<file path="src/design/cst_pkg.sv">
// ----------------------------------------------------------------------------
// cst_pkg
// Shared types, codes and character helpers for the character stream
// tokenizer.
// ----------------------------------------------------------------------------
package cst_pkg;

    // Default accumulator width for decimal literals
    localparam int VALUE_WIDTH_DEF = 32;

    // Result queue geometry
    localparam int FIFO_DEPTH = 4;
    localparam int FIFO_PTR_W = $clog2(FIFO_DEPTH);
    localparam int FIFO_CNT_W = $clog2(FIFO_DEPTH + 1);

    // Result kinds
    localparam logic [2:0] KIND_END   = 3'd0;
    localparam logic [2:0] KIND_OP    = 3'd1;
    localparam logic [2:0] KIND_ICHAR = 3'd2;
    localparam logic [2:0] KIND_IEND  = 3'd3;
    localparam logic [2:0] KIND_INT   = 3'd4;
    localparam logic [2:0] KIND_ERR   = 3'd5;

    // Operator codes
    localparam logic [3:0] OP_AND    = 4'd0;
    localparam logic [3:0] OP_LT     = 4'd1;
    localparam logic [3:0] OP_GT     = 4'd2;
    localparam logic [3:0] OP_PLUS   = 4'd3;
    localparam logic [3:0] OP_MINUS  = 4'd4;
    localparam logic [3:0] OP_TIMES  = 4'd5;
    localparam logic [3:0] OP_DIV    = 4'd6;
    localparam logic [3:0] OP_EQ     = 4'd7;
    localparam logic [3:0] OP_ASSIGN = 4'd8;
    localparam logic [3:0] OP_NE     = 4'd9;
    localparam logic [3:0] OP_NOT    = 4'd10;

    // Scanner modes
    localparam logic [2:0] MODE_IDLE   = 3'd0;
    localparam logic [2:0] MODE_AMP    = 3'd1;
    localparam logic [2:0] MODE_EQ     = 3'd2;
    localparam logic [2:0] MODE_BANG   = 3'd3;
    localparam logic [2:0] MODE_IDENT  = 3'd4;
    localparam logic [2:0] MODE_NUMBER = 3'd5;
    localparam logic [2:0] MODE_HALT   = 3'd6;

    // Operator characters
    localparam logic [7:0] CH_AMP   = 8'h26;
    localparam logic [7:0] CH_EQ    = 8'h3D;
    localparam logic [7:0] CH_BANG  = 8'h21;
    localparam logic [7:0] CH_LT    = 8'h3C;
    localparam logic [7:0] CH_GT    = 8'h3E;
    localparam logic [7:0] CH_PLUS  = 8'h2B;
    localparam logic [7:0] CH_MINUS = 8'h2D;
    localparam logic [7:0] CH_STAR  = 8'h2A;
    localparam logic [7:0] CH_SLASH = 8'h2F;

    typedef struct packed {
        logic [2:0]  kind;
        logic [3:0]  op_code;
        logic [7:0]  ident_char;
        logic [31:0] int_value;
        logic        last;
    } cst_result_t;

    // Up to two results produced by one scan step
    typedef struct packed {
        logic [1:0]  count;
        cst_result_t first;
        cst_result_t second;
    } cst_step_t;

    function automatic cst_result_t make_result(
        input logic [2:0]  kind,
        input logic [3:0]  op_code,
        input logic [7:0]  ident_char,
        input logic [31:0] int_value
    );
        cst_result_t r;
        r.kind       = kind;
        r.op_code    = op_code;
        r.ident_char = ident_char;
        r.int_value  = int_value;
        r.last       = 1'b0;
        return r;
    endfunction

    function automatic logic is_alpha(input logic [7:0] c);
        return (c >= 8'h61 && c <= 8'h7A) || (c >= 8'h41 && c <= 8'h5A);
    endfunction

    function automatic logic is_digit(input logic [7:0] c);
        return c >= 8'h30 && c <= 8'h39;
    endfunction

    function automatic logic is_space(input logic [7:0] c);
        return c == 8'h20 || (c >= 8'h09 && c <= 8'h0D);
    endfunction

endpackage

</file>
<file path="src/design/char_stream_tokenizer_top.sv">
// ----------------------------------------------------------------------------
// char_stream_tokenizer_top
// Lexical scanner over a character stream: operators, identifiers streamed
// per character, saturating decimal integers, end and error results.
// ----------------------------------------------------------------------------
// Path: a character passes through the input register, then one scan step
//   into the four-entry result queue; the step waits for two free entries.
// Throughput: one character per cycle while the queue has room; a character
//   with two results needs two output transfers; the queue holds the extra one.
// Reset: synchronous active-low aresetn clears the scanner to idle, the
//   accumulator to zero and empties the input register and result queue.
// ----------------------------------------------------------------------------
module char_stream_tokenizer_top import cst_pkg::*; #(
    parameter int VALUE_WIDTH = VALUE_WIDTH_DEF
) (
    input  logic        aclk,
    input  logic        aresetn,
    input  logic        s_valid,
    output logic        s_ready,
    input  logic [7:0]  s_ch,
    input  logic        s_end_of_input,
    output logic        m_valid,
    input  logic        m_ready,
    output logic [2:0]  m_kind,
    output logic [3:0]  m_op_code,
    output logic [7:0]  m_ident_char,
    output logic [31:0] m_int_value,
    output logic        m_last
);

    logic        in_valid_reg;
    logic [7:0]  ch_reg;
    logic        eoi_reg;
    logic        room;
    logic        step_go;
    cst_step_t   step;
    cst_result_t out_res;

    assign step_go = in_valid_reg && room;
    assign s_ready = !in_valid_reg || step_go;

    // Hold the accepted character until the queue has room for its results
    always_ff @(posedge aclk) begin
        if (!aresetn) begin
            in_valid_reg <= 1'b0;
        end else if (s_ready) begin
            in_valid_reg <= s_valid;
        end
    end

    always_ff @(posedge aclk) begin
        if (s_valid && s_ready) begin
            ch_reg  <= s_ch;
            eoi_reg <= s_end_of_input;
        end
    end

    cst_scan #(
        .VALUE_WIDTH (VALUE_WIDTH)
    ) u_scan (
        .aclk         (aclk),
        .aresetn      (aresetn),
        .step_en      (step_go),
        .ch           (ch_reg),
        .end_of_input (eoi_reg),
        .step         (step)
    );

    cst_result_fifo u_fifo (
        .aclk      (aclk),
        .aresetn   (aresetn),
        .push      (step),
        .push_en   (step_go),
        .room      (room),
        .out_valid (m_valid),
        .out_ready (m_ready),
        .out_res   (out_res)
    );

    assign m_kind       = out_res.kind;
    assign m_op_code    = out_res.op_code;
    assign m_ident_char = out_res.ident_char;
    assign m_int_value  = out_res.int_value;
    assign m_last       = out_res.last;

endmodule

</file>
<file path="src/design/cst_scan.sv">
// ----------------------------------------------------------------------------
// cst_scan
// Scanner state and single-step token logic: one character in, up to two
// results out, mode and number accumulator updated on each step.
// ----------------------------------------------------------------------------
module cst_scan import cst_pkg::*; #(
    parameter int VALUE_WIDTH = VALUE_WIDTH_DEF
) (
    input  logic            aclk,
    input  logic            aresetn,
    input  logic            step_en,
    input  logic [7:0]      ch,
    input  logic            end_of_input,
    output cst_step_t       step
);

    logic [2:0]             mode_reg, mode_next;
    logic [VALUE_WIDTH-1:0] acc_reg, acc_next;

    logic [VALUE_WIDTH+3:0] acc_wide;
    logic [VALUE_WIDTH+3:0] acc_mul;
    logic [VALUE_WIDTH+31:0] acc_ext;
    logic [31:0]            acc_low;
    logic [3:0]             digit;

    // Multiply-add by ten for the next decimal digit
    assign digit    = ch[3:0];
    assign acc_wide = {4'b0, acc_reg};
    assign acc_mul  = (acc_wide << 3) + (acc_wide << 1)
                    + {{VALUE_WIDTH{1'b0}}, digit};
    assign acc_ext  = {32'b0, acc_reg};
    assign acc_low  = acc_ext[31:0];

    // Resolve the pending token, then scan the character from idle
    always_comb begin
        logic        lead_valid;
        logic        tail_valid;
        logic        pending;
        cst_result_t lead_res;
        cst_result_t tail_res;

        lead_valid = 1'b0;
        tail_valid = 1'b0;
        pending    = 1'b1;
        lead_res   = make_result(KIND_END, 4'd0, 8'd0, 32'd0);
        tail_res   = make_result(KIND_END, 4'd0, 8'd0, 32'd0);
        mode_next  = mode_reg;
        acc_next   = acc_reg;
        step       = '0;

        case (mode_reg)
            MODE_HALT: begin
                pending = 1'b0;
            end
            MODE_AMP: begin
                lead_valid = 1'b1;
                pending    = 1'b0;
                if (!end_of_input && ch == CH_AMP) begin
                    lead_res  = make_result(KIND_OP, OP_AND, 8'd0, 32'd0);
                    mode_next = MODE_IDLE;
                end else begin
                    lead_res  = make_result(KIND_ERR, 4'd0, 8'd0, 32'd0);
                    mode_next = MODE_HALT;
                end
            end
            MODE_EQ: begin
                lead_valid = 1'b1;
                mode_next  = MODE_IDLE;
                if (!end_of_input && ch == CH_EQ) begin
                    lead_res = make_result(KIND_OP, OP_EQ, 8'd0, 32'd0);
                    pending  = 1'b0;
                end else begin
                    lead_res = make_result(KIND_OP, OP_ASSIGN, 8'd0, 32'd0);
                end
            end
            MODE_BANG: begin
                lead_valid = 1'b1;
                mode_next  = MODE_IDLE;
                if (!end_of_input && ch == CH_EQ) begin
                    lead_res = make_result(KIND_OP, OP_NE, 8'd0, 32'd0);
                    pending  = 1'b0;
                end else begin
                    lead_res = make_result(KIND_OP, OP_NOT, 8'd0, 32'd0);
                end
            end
            MODE_IDENT: begin
                lead_valid = 1'b1;
                if (!end_of_input && (is_alpha(ch) || is_digit(ch))) begin
                    lead_res = make_result(KIND_ICHAR, 4'd0, ch, 32'd0);
                    pending  = 1'b0;
                end else begin
                    lead_res  = make_result(KIND_IEND, 4'd0, 8'd0, 32'd0);
                    mode_next = MODE_IDLE;
                end
            end
            MODE_NUMBER: begin
                if (!end_of_input && is_digit(ch)) begin
                    pending = 1'b0;
                    // Saturate once the value leaves the accumulator range
                    if (acc_mul[VALUE_WIDTH+3:VALUE_WIDTH] != 4'd0) begin
                        acc_next = '1;
                    end else begin
                        acc_next = acc_mul[VALUE_WIDTH-1:0];
                    end
                end else begin
                    lead_valid = 1'b1;
                    lead_res   = make_result(KIND_INT, 4'd0, 8'd0, acc_low);
                    acc_next   = '0;
                    mode_next  = MODE_IDLE;
                end
            end
            default: begin
                mode_next = MODE_IDLE;
            end
        endcase

        // Scan the character from idle
        if (pending) begin
            if (end_of_input) begin
                tail_valid = 1'b1;
                tail_res   = make_result(KIND_END, 4'd0, 8'd0, 32'd0);
                mode_next  = MODE_IDLE;
            end else if (is_space(ch)) begin
                tail_valid = 1'b0;
            end else begin
                case (ch)
                    CH_AMP:   mode_next = MODE_AMP;
                    CH_EQ:    mode_next = MODE_EQ;
                    CH_BANG:  mode_next = MODE_BANG;
                    CH_LT: begin
                        tail_valid = 1'b1;
                        tail_res   = make_result(KIND_OP, OP_LT, 8'd0, 32'd0);
                    end
                    CH_GT: begin
                        tail_valid = 1'b1;
                        tail_res   = make_result(KIND_OP, OP_GT, 8'd0, 32'd0);
                    end
                    CH_PLUS: begin
                        tail_valid = 1'b1;
                        tail_res   = make_result(KIND_OP, OP_PLUS, 8'd0, 32'd0);
                    end
                    CH_MINUS: begin
                        tail_valid = 1'b1;
                        tail_res   = make_result(KIND_OP, OP_MINUS, 8'd0, 32'd0);
                    end
                    CH_STAR: begin
                        tail_valid = 1'b1;
                        tail_res   = make_result(KIND_OP, OP_TIMES, 8'd0, 32'd0);
                    end
                    CH_SLASH: begin
                        tail_valid = 1'b1;
                        tail_res   = make_result(KIND_OP, OP_DIV, 8'd0, 32'd0);
                    end
                    default: begin
                        if (is_alpha(ch)) begin
                            tail_valid = 1'b1;
                            tail_res   = make_result(KIND_ICHAR, 4'd0, ch, 32'd0);
                            mode_next  = MODE_IDENT;
                        end else if (is_digit(ch)) begin
                            acc_next  = {{(VALUE_WIDTH-4){1'b0}}, digit};
                            mode_next = MODE_NUMBER;
                        end else begin
                            tail_valid = 1'b1;
                            tail_res   = make_result(KIND_ERR, 4'd0, 8'd0, 32'd0);
                            mode_next  = MODE_HALT;
                        end
                    end
                endcase
            end
        end

        // Pack results in order and flag the final one
        if (lead_valid) begin
            step.first  = lead_res;
            step.second = tail_res;
            step.count  = tail_valid ? 2'd2 : 2'd1;
        end else begin
            step.first  = tail_res;
            step.count  = tail_valid ? 2'd1 : 2'd0;
        end
        if (step.count == 2'd2) begin
            step.second.last = 1'b1;
        end else if (step.count == 2'd1) begin
            step.first.last = 1'b1;
        end
    end

    // Advance scanner state on each step
    always_ff @(posedge aclk) begin
        if (!aresetn) begin
            mode_reg <= MODE_IDLE;
            acc_reg  <= '0;
        end else if (step_en) begin
            mode_reg <= mode_next;
            acc_reg  <= acc_next;
        end
    end

    // Halt holds until reset
    a_halt_sticky: assert property (@(posedge aclk) disable iff (!aresetn)
        (mode_reg == MODE_HALT) |=> (mode_reg == MODE_HALT))
        else $error("scanner left halt without reset");

    // Halted scanner produces nothing
    a_halt_silent: assert property (@(posedge aclk) disable iff (!aresetn)
        (mode_reg == MODE_HALT) |-> (step.count == 2'd0))
        else $error("halted scanner produced a result");

endmodule

</file>
<file path="src/design/cst_result_fifo.sv">
// ----------------------------------------------------------------------------
// cst_result_fifo
// Small result queue: takes zero, one or two results per cycle and hands
// them out one per transfer.
// ----------------------------------------------------------------------------
module cst_result_fifo import cst_pkg::*; (
    input  logic        aclk,
    input  logic        aresetn,
    input  cst_step_t   push,
    input  logic        push_en,
    output logic        room,
    output logic        out_valid,
    input  logic        out_ready,
    output cst_result_t out_res
);

    cst_result_t             mem [FIFO_DEPTH];
    logic [FIFO_PTR_W-1:0]   wr_ptr_reg, wr_ptr_next;
    logic [FIFO_PTR_W-1:0]   rd_ptr_reg, rd_ptr_next;
    logic [FIFO_CNT_W-1:0]   count_reg, count_next;
    logic [1:0]              push_cnt;
    logic                    pop;
    logic [FIFO_PTR_W-1:0]   wr_ptr_inc;

    assign push_cnt   = push_en ? push.count : 2'd0;
    assign pop        = out_valid && out_ready;
    assign room       = count_reg <= FIFO_CNT_W'(FIFO_DEPTH - 2);
    assign out_valid  = count_reg != '0;
    assign out_res    = mem[rd_ptr_reg];
    assign wr_ptr_inc = wr_ptr_reg + FIFO_PTR_W'(1);

    // Advance pointers and occupancy
    always_comb begin
        wr_ptr_next = wr_ptr_reg + FIFO_PTR_W'(push_cnt);
        rd_ptr_next = rd_ptr_reg + FIFO_PTR_W'(pop);
        count_next  = count_reg + FIFO_CNT_W'(push_cnt) - FIFO_CNT_W'(pop);
    end

    always_ff @(posedge aclk) begin
        if (!aresetn) begin
            wr_ptr_reg <= '0;
            rd_ptr_reg <= '0;
            count_reg  <= '0;
        end else begin
            wr_ptr_reg <= wr_ptr_next;
            rd_ptr_reg <= rd_ptr_next;
            count_reg  <= count_next;
        end
    end

    // Store results in order
    always_ff @(posedge aclk) begin
        if (push_cnt != 2'd0) begin
            mem[wr_ptr_reg] <= push.first;
        end
        if (push_cnt == 2'd2) begin
            mem[wr_ptr_inc] <= push.second;
        end
    end

    a_no_overflow: assert property (@(posedge aclk) disable iff (!aresetn)
        count_reg <= FIFO_CNT_W'(FIFO_DEPTH))
        else $error("result queue overflow");

    a_push_room: assert property (@(posedge aclk) disable iff (!aresetn)
        (push_cnt != 2'd0) |-> room)
        else $error("push without room");

    a_pop_only: assert property (@(posedge aclk) disable iff (!aresetn)
        (pop && push_cnt == 2'd0) |=> (count_reg == $past(count_reg) - FIFO_CNT_W'(1)))
        else $error("occupancy did not drop on transfer");

endmodule
</file>
<file path="config.mk">
export PLATFORM = sky130hd
export DESIGN_NAME = char_stream_tokenizer_top
export DESIGN_NICKNAME = d
export VERILOG_FILES = /design/src/design/cst_pkg.sv /design/src/design/char_stream_tokenizer_top.sv /design/src/design/cst_scan.sv /design/src/design/cst_result_fifo.sv
export SDC_FILE = /design/constraint.sdc
export NUM_CORES = 1
export LEC_CHECK = 0
export ABC_CLOCK_PERIOD_IN_PS = 3400
export BUFFER_PORTS_ARGS = -buffer_cell sky130_fd_sc_hd__buf_2
export CAP_MARGIN = 20
export CORE_MARGIN = 4
export CORE_UTILIZATION = 56
export DETAILED_ROUTE_END_ITERATION = 7
export GPL_TIMING_DRIVEN = 0
export MAX_ROUTING_LAYER = met4
export PLACE_DENSITY_LB_ADDON = 0.25
export SETUP_SLACK_MARGIN = 0.02
export SYNTH_ARGS = -nofsm -noshare
export SYNTH_HDL_FRONTEND = slang
export SYNTH_SLANG_ARGS = --single-unit
</file>
<file path="constraint.sdc">
create_clock -name aclk -period 3.4 [get_ports aclk]
set_input_delay 0.68 -clock aclk [delete_from_list [all_inputs] [get_ports aclk]]
set_output_delay 0.68 -clock aclk [all_outputs]
set_load 0.005 [all_outputs]
</file>
==> metrics.md <==
| Metric | Value |
|---|---|
| R2R Setup Slk | -0.12 ns |
| CTS tree | built |
| Post-synth EDFFs | 69 |
| Critical path's largest stage delay | 0.46 ns |
| Synth Area in Adders | 7.30% |
| Skew final | 0.0179 ns |
| Clk pin slew, worst setup/hold paths | about 0.060 ns |
| Final setup margin | -0.119 ns |
| Synth Area in Compound Gates | 19.8% |
| Routed WL | 36400 um |
| Synthesized area per cell | roughly 9.6 um^2 |
| Reg2reg end | u_scan.acc_low[22] |
| Initial antenna violation count | 0 |
| Worst path cell trace | fa_1 > buf_4 > ha_4 > a211oi_4 > o21bai_2 > o41ai_4 > buf_4 > buf_4 > a211oi_1 > nor3_2 > a311oi_4 > nor4_4 > buf_6 > buf_6 > o211ai_1 |
| Initial Util | 57.2% |
| Die area | roughly 26000 um^2 |
| Status | complete, but fails checks |
| Leakage dissipation | 6.02 nW |
| Nets | 1597 |
| Num CTS Buffers | 26 |
| Worst path buffer plus inverter count | 5 |
| Pin count of the biggest net entering global routing | 16 |
| DRT antenna net count | 0 |
| Std-Cell Rows | 55 |
| Max Root-Sink Buffers | 3 |
| Post-synthesis mux area share | 8.96% |
| Chip height | between 150 and 200 um |
| Clk_lat worst skew | approximately 0.54 ns |
| Avg WL per Cell | 20.0 um |
| Ys Warns | 0 |
| Hold Startpoint | s_ch[5] |
| Post-Synthesis Cells | 1360 |
| Number of synthesized register bits | 244 |
| Number of diodes | 0 |
| Grt met2 use | approximately 43% |
| Critical path class | register to register |
| Max-Cap Viols | 0 |
| Slowest library cell on the worst path | fa_1 |
| CTS H-Tree Depth | 1 |
| Met1 Use GR | between 30% and 40% |
| Async S/R FF share, synth | 0% |
| CORE AREA | between 20000 and 25000 um^2 |
| Filler Cell Count | 1699 |
| Failing checks | negative setup slack |
| Vias per cell | 6.25 |
| Final worst path period need | 3.52 ns |
| Hold depth | 1 |
| Global-route wire length before repair | about 56000 um |
| Area Growth Syn to Fin | 20.9% |
| Critical R2R Launch | ch_reg[3] |
| VDD IR max | 0.000390 V |
| RSZ-0062 raised after global routing | true |
| Max reg flops | 192 |
| CP max FO | 5 |
| Hold Crit Class | input port to register |
| Pwr Total | around 7.7 mW |
| Global route hottest layer | met2 |
| Post-route clock period utilization | 104% |
| Final hold vios | 0 |
| Sequential share of the synthesized area | a little over two fifths |
| Vias in the first global route | ~11000 |
| Top FF cell, synth | dfxtp_1 |
| Most frequent CP cell | buf_4 |
| CTS Sinks | 244 |
| Final core utilization | around 69% |
| Startpoint Class | register |
| IO Port Bufs | 61 |
| Crit-path leading delay family | compound AO/OA/AOI/OAI gates |
| Die Width | 160 um |
| Root buf cell | clkbuf_16 |
| Worst rel slew slack | 41.9% |
| Initial DRC Count | 1272 |
| Largest family of logic cells by synthesized area | compound AO/OA/AOI/OAI gates |
| WP data required | 3.84 ns |
| F_max | approximately 280 MHz |
| Final HPWL DP | 24700 um |
| Pins Over Slew Limit | 0 |
| Post-synth cell types | 88 |
| Met3 usage | 3.77% |
| Worst-margin pin slew | 0.872 ns |
| Grt total ovfl | 0 |
| Synth Area in XOR/XNOR | 1.69% |
| Cell depth of the worst flop-to-flop path | 15 |
| Placer Congestion | 0.959 |
| GRT Util Overall | 27.4% |
| Crit end category | register |
| Routed vias | 11300 |
| PD cells | 492 nW/um^2 |
| Post-Syn Area | roughly 13000 um^2 |
| Post-route DRC violation count | 0 |
| Drt pass-1 iters | 6 |
| I/O pin cnt | 63 |
| # setup viols final | 32 |
| WHS Endpoint | ch_reg[5] |
| Synth Area in Simple Gates | between 10% and 20% |
| Layout cells sized above 1 | 24.6% |
| CP arrival | 3.96 ns |
cell usage after synthesis, types with 16 or more instances:
cell	number	area, um^2
nand2_1	229	860
o21ai_0	185	926
dfxtp_1	175	3500
a21oi_1	75	375
ha_1	71	888
edfxtp_1	69	2070
nor2_1	57	214
clkbuf_1	55	206
mux4_2	48	1080
nor2b_1	28	175
o22ai_1	26	163
and2_1	25	156
inv_1	25	93.8
a22oi_1	20	150
nor3_1	18	90.1
xnor2_1	16	140
routing by layer:
metal	share of wire, %	up-vias
met2	46	529
li1	-	5291
met1	43	5429
met5	0	-
met4	2.7	0
met3	8.1	92
worst max path at each step:
stage	endpoint	cells past startpoint	slack (ns)	start
final	u_scan.acc_low[22]	15	-0.12	ch_reg[3]
after global routing	u_scan.acc_low[22]	14	-0.21	ch_reg[3]
after CTS	u_scan.acc_low[22]	13	-0.11	ch_reg[3]
after detailed placement	u_fifo.mem[0][45]	14	-1.13	ch_reg[2]
after global placement	u_fifo.mem[0][45]	14	-1.18	ch_reg[2]
after floorplan	u_fifo.mem[1][0]	13	0.02	ch_reg[6]
report_power, final:
part           internal [mW]  switching, mW  total [mW]
combinational          0.738          0.973        1.71
clock                   1.64           1.21        2.85
sequential              3.10         0.0632        3.16
per-stage QoR:
step,hold WS [ns],std cells,instance area (um^2),setup WS (ns),setup TNS (ns)
final,0.323,1815,15700,-0.119,-1.54
after global routing,0.316,1815,15700,-0.207,-8.45
after CTS,0.320,1783,15100,-0.109,-0.111
after detailed placement,0.437,1709,13700,-1.13,-226.19
after global placement,0.428,1709,13700,-1.18,-229.66
after floorplan,0.420,1363,13000,0.0226,0
logic make-up (layout without fill, tap and decap cells):
| logic type | after synthesis | in the layout |
|---|---|---|
| muxes | 56 | 56 |
| and+or+nand+nor | 435 | 435 |
| DFF | 244 | 244 |
| other | 1 | 4 |
| AOI/OAI and AO/OA | 416 | 416 |
| adders and majority gates | 74 | 74 |
| buffers and inverters | 109 | 276 |
| xor gates and xnor gates | 25 | 25 |
repair_timing:
| item | 4_1_cts | 5_1_grt |
|---|---|---|
| buffers inserted | 26 | 31 |
| endpoints found under the setup margin | 299 | 286 |
| pin swaps | 24 | 31 |
| hold buffers | 0 | 0 |
| gates cloned | 1 | 2 |
| resized for setup | 115 | 110 |
cell usage in the layout, fill, tap and decap left out, drive strengths merged, types with 4 or more instances in the layout:
cell type,instances
nand2b,14
a32oi,4
nand2,230
nor4,5
clkinv,9
a2bb2oi,4
dfxtp,175
nor2,58
xnor2,16
clkbuf,80
a21boi,5
xor2,9
edfxtp,69
nand4,8
a211oi,5
or2,6
a22oi,20
buf,156
a21o,11
inv,28
nor3,19
o22ai,26
nand3,14
mux2i,6
o21a,6
and2,25
mux4,48
and3,6
or3,8
nor2b,28
conb,4
o21bai,8
o211ai,9
a21oi,76
a31oi,5
o21ai,201
ha,71
final cells by class:
type	count	area (um^2)	area share [%]
Clock buffer	35	714	4.55
Sequential cell	244	5580	35.5
Timing Repair inverter	1	8.76	0.0558
Clock inverter	13	144	0.916
Inverter	26	130	0.829
Buffer	81	524	3.34
Tap cell	285	357	2.27
Multi-Input combinational cell	1010	7460	47.5
Timing Repair Buffer	120	786	5.00
No activity file was read; power rests on OpenSTA's default activity.
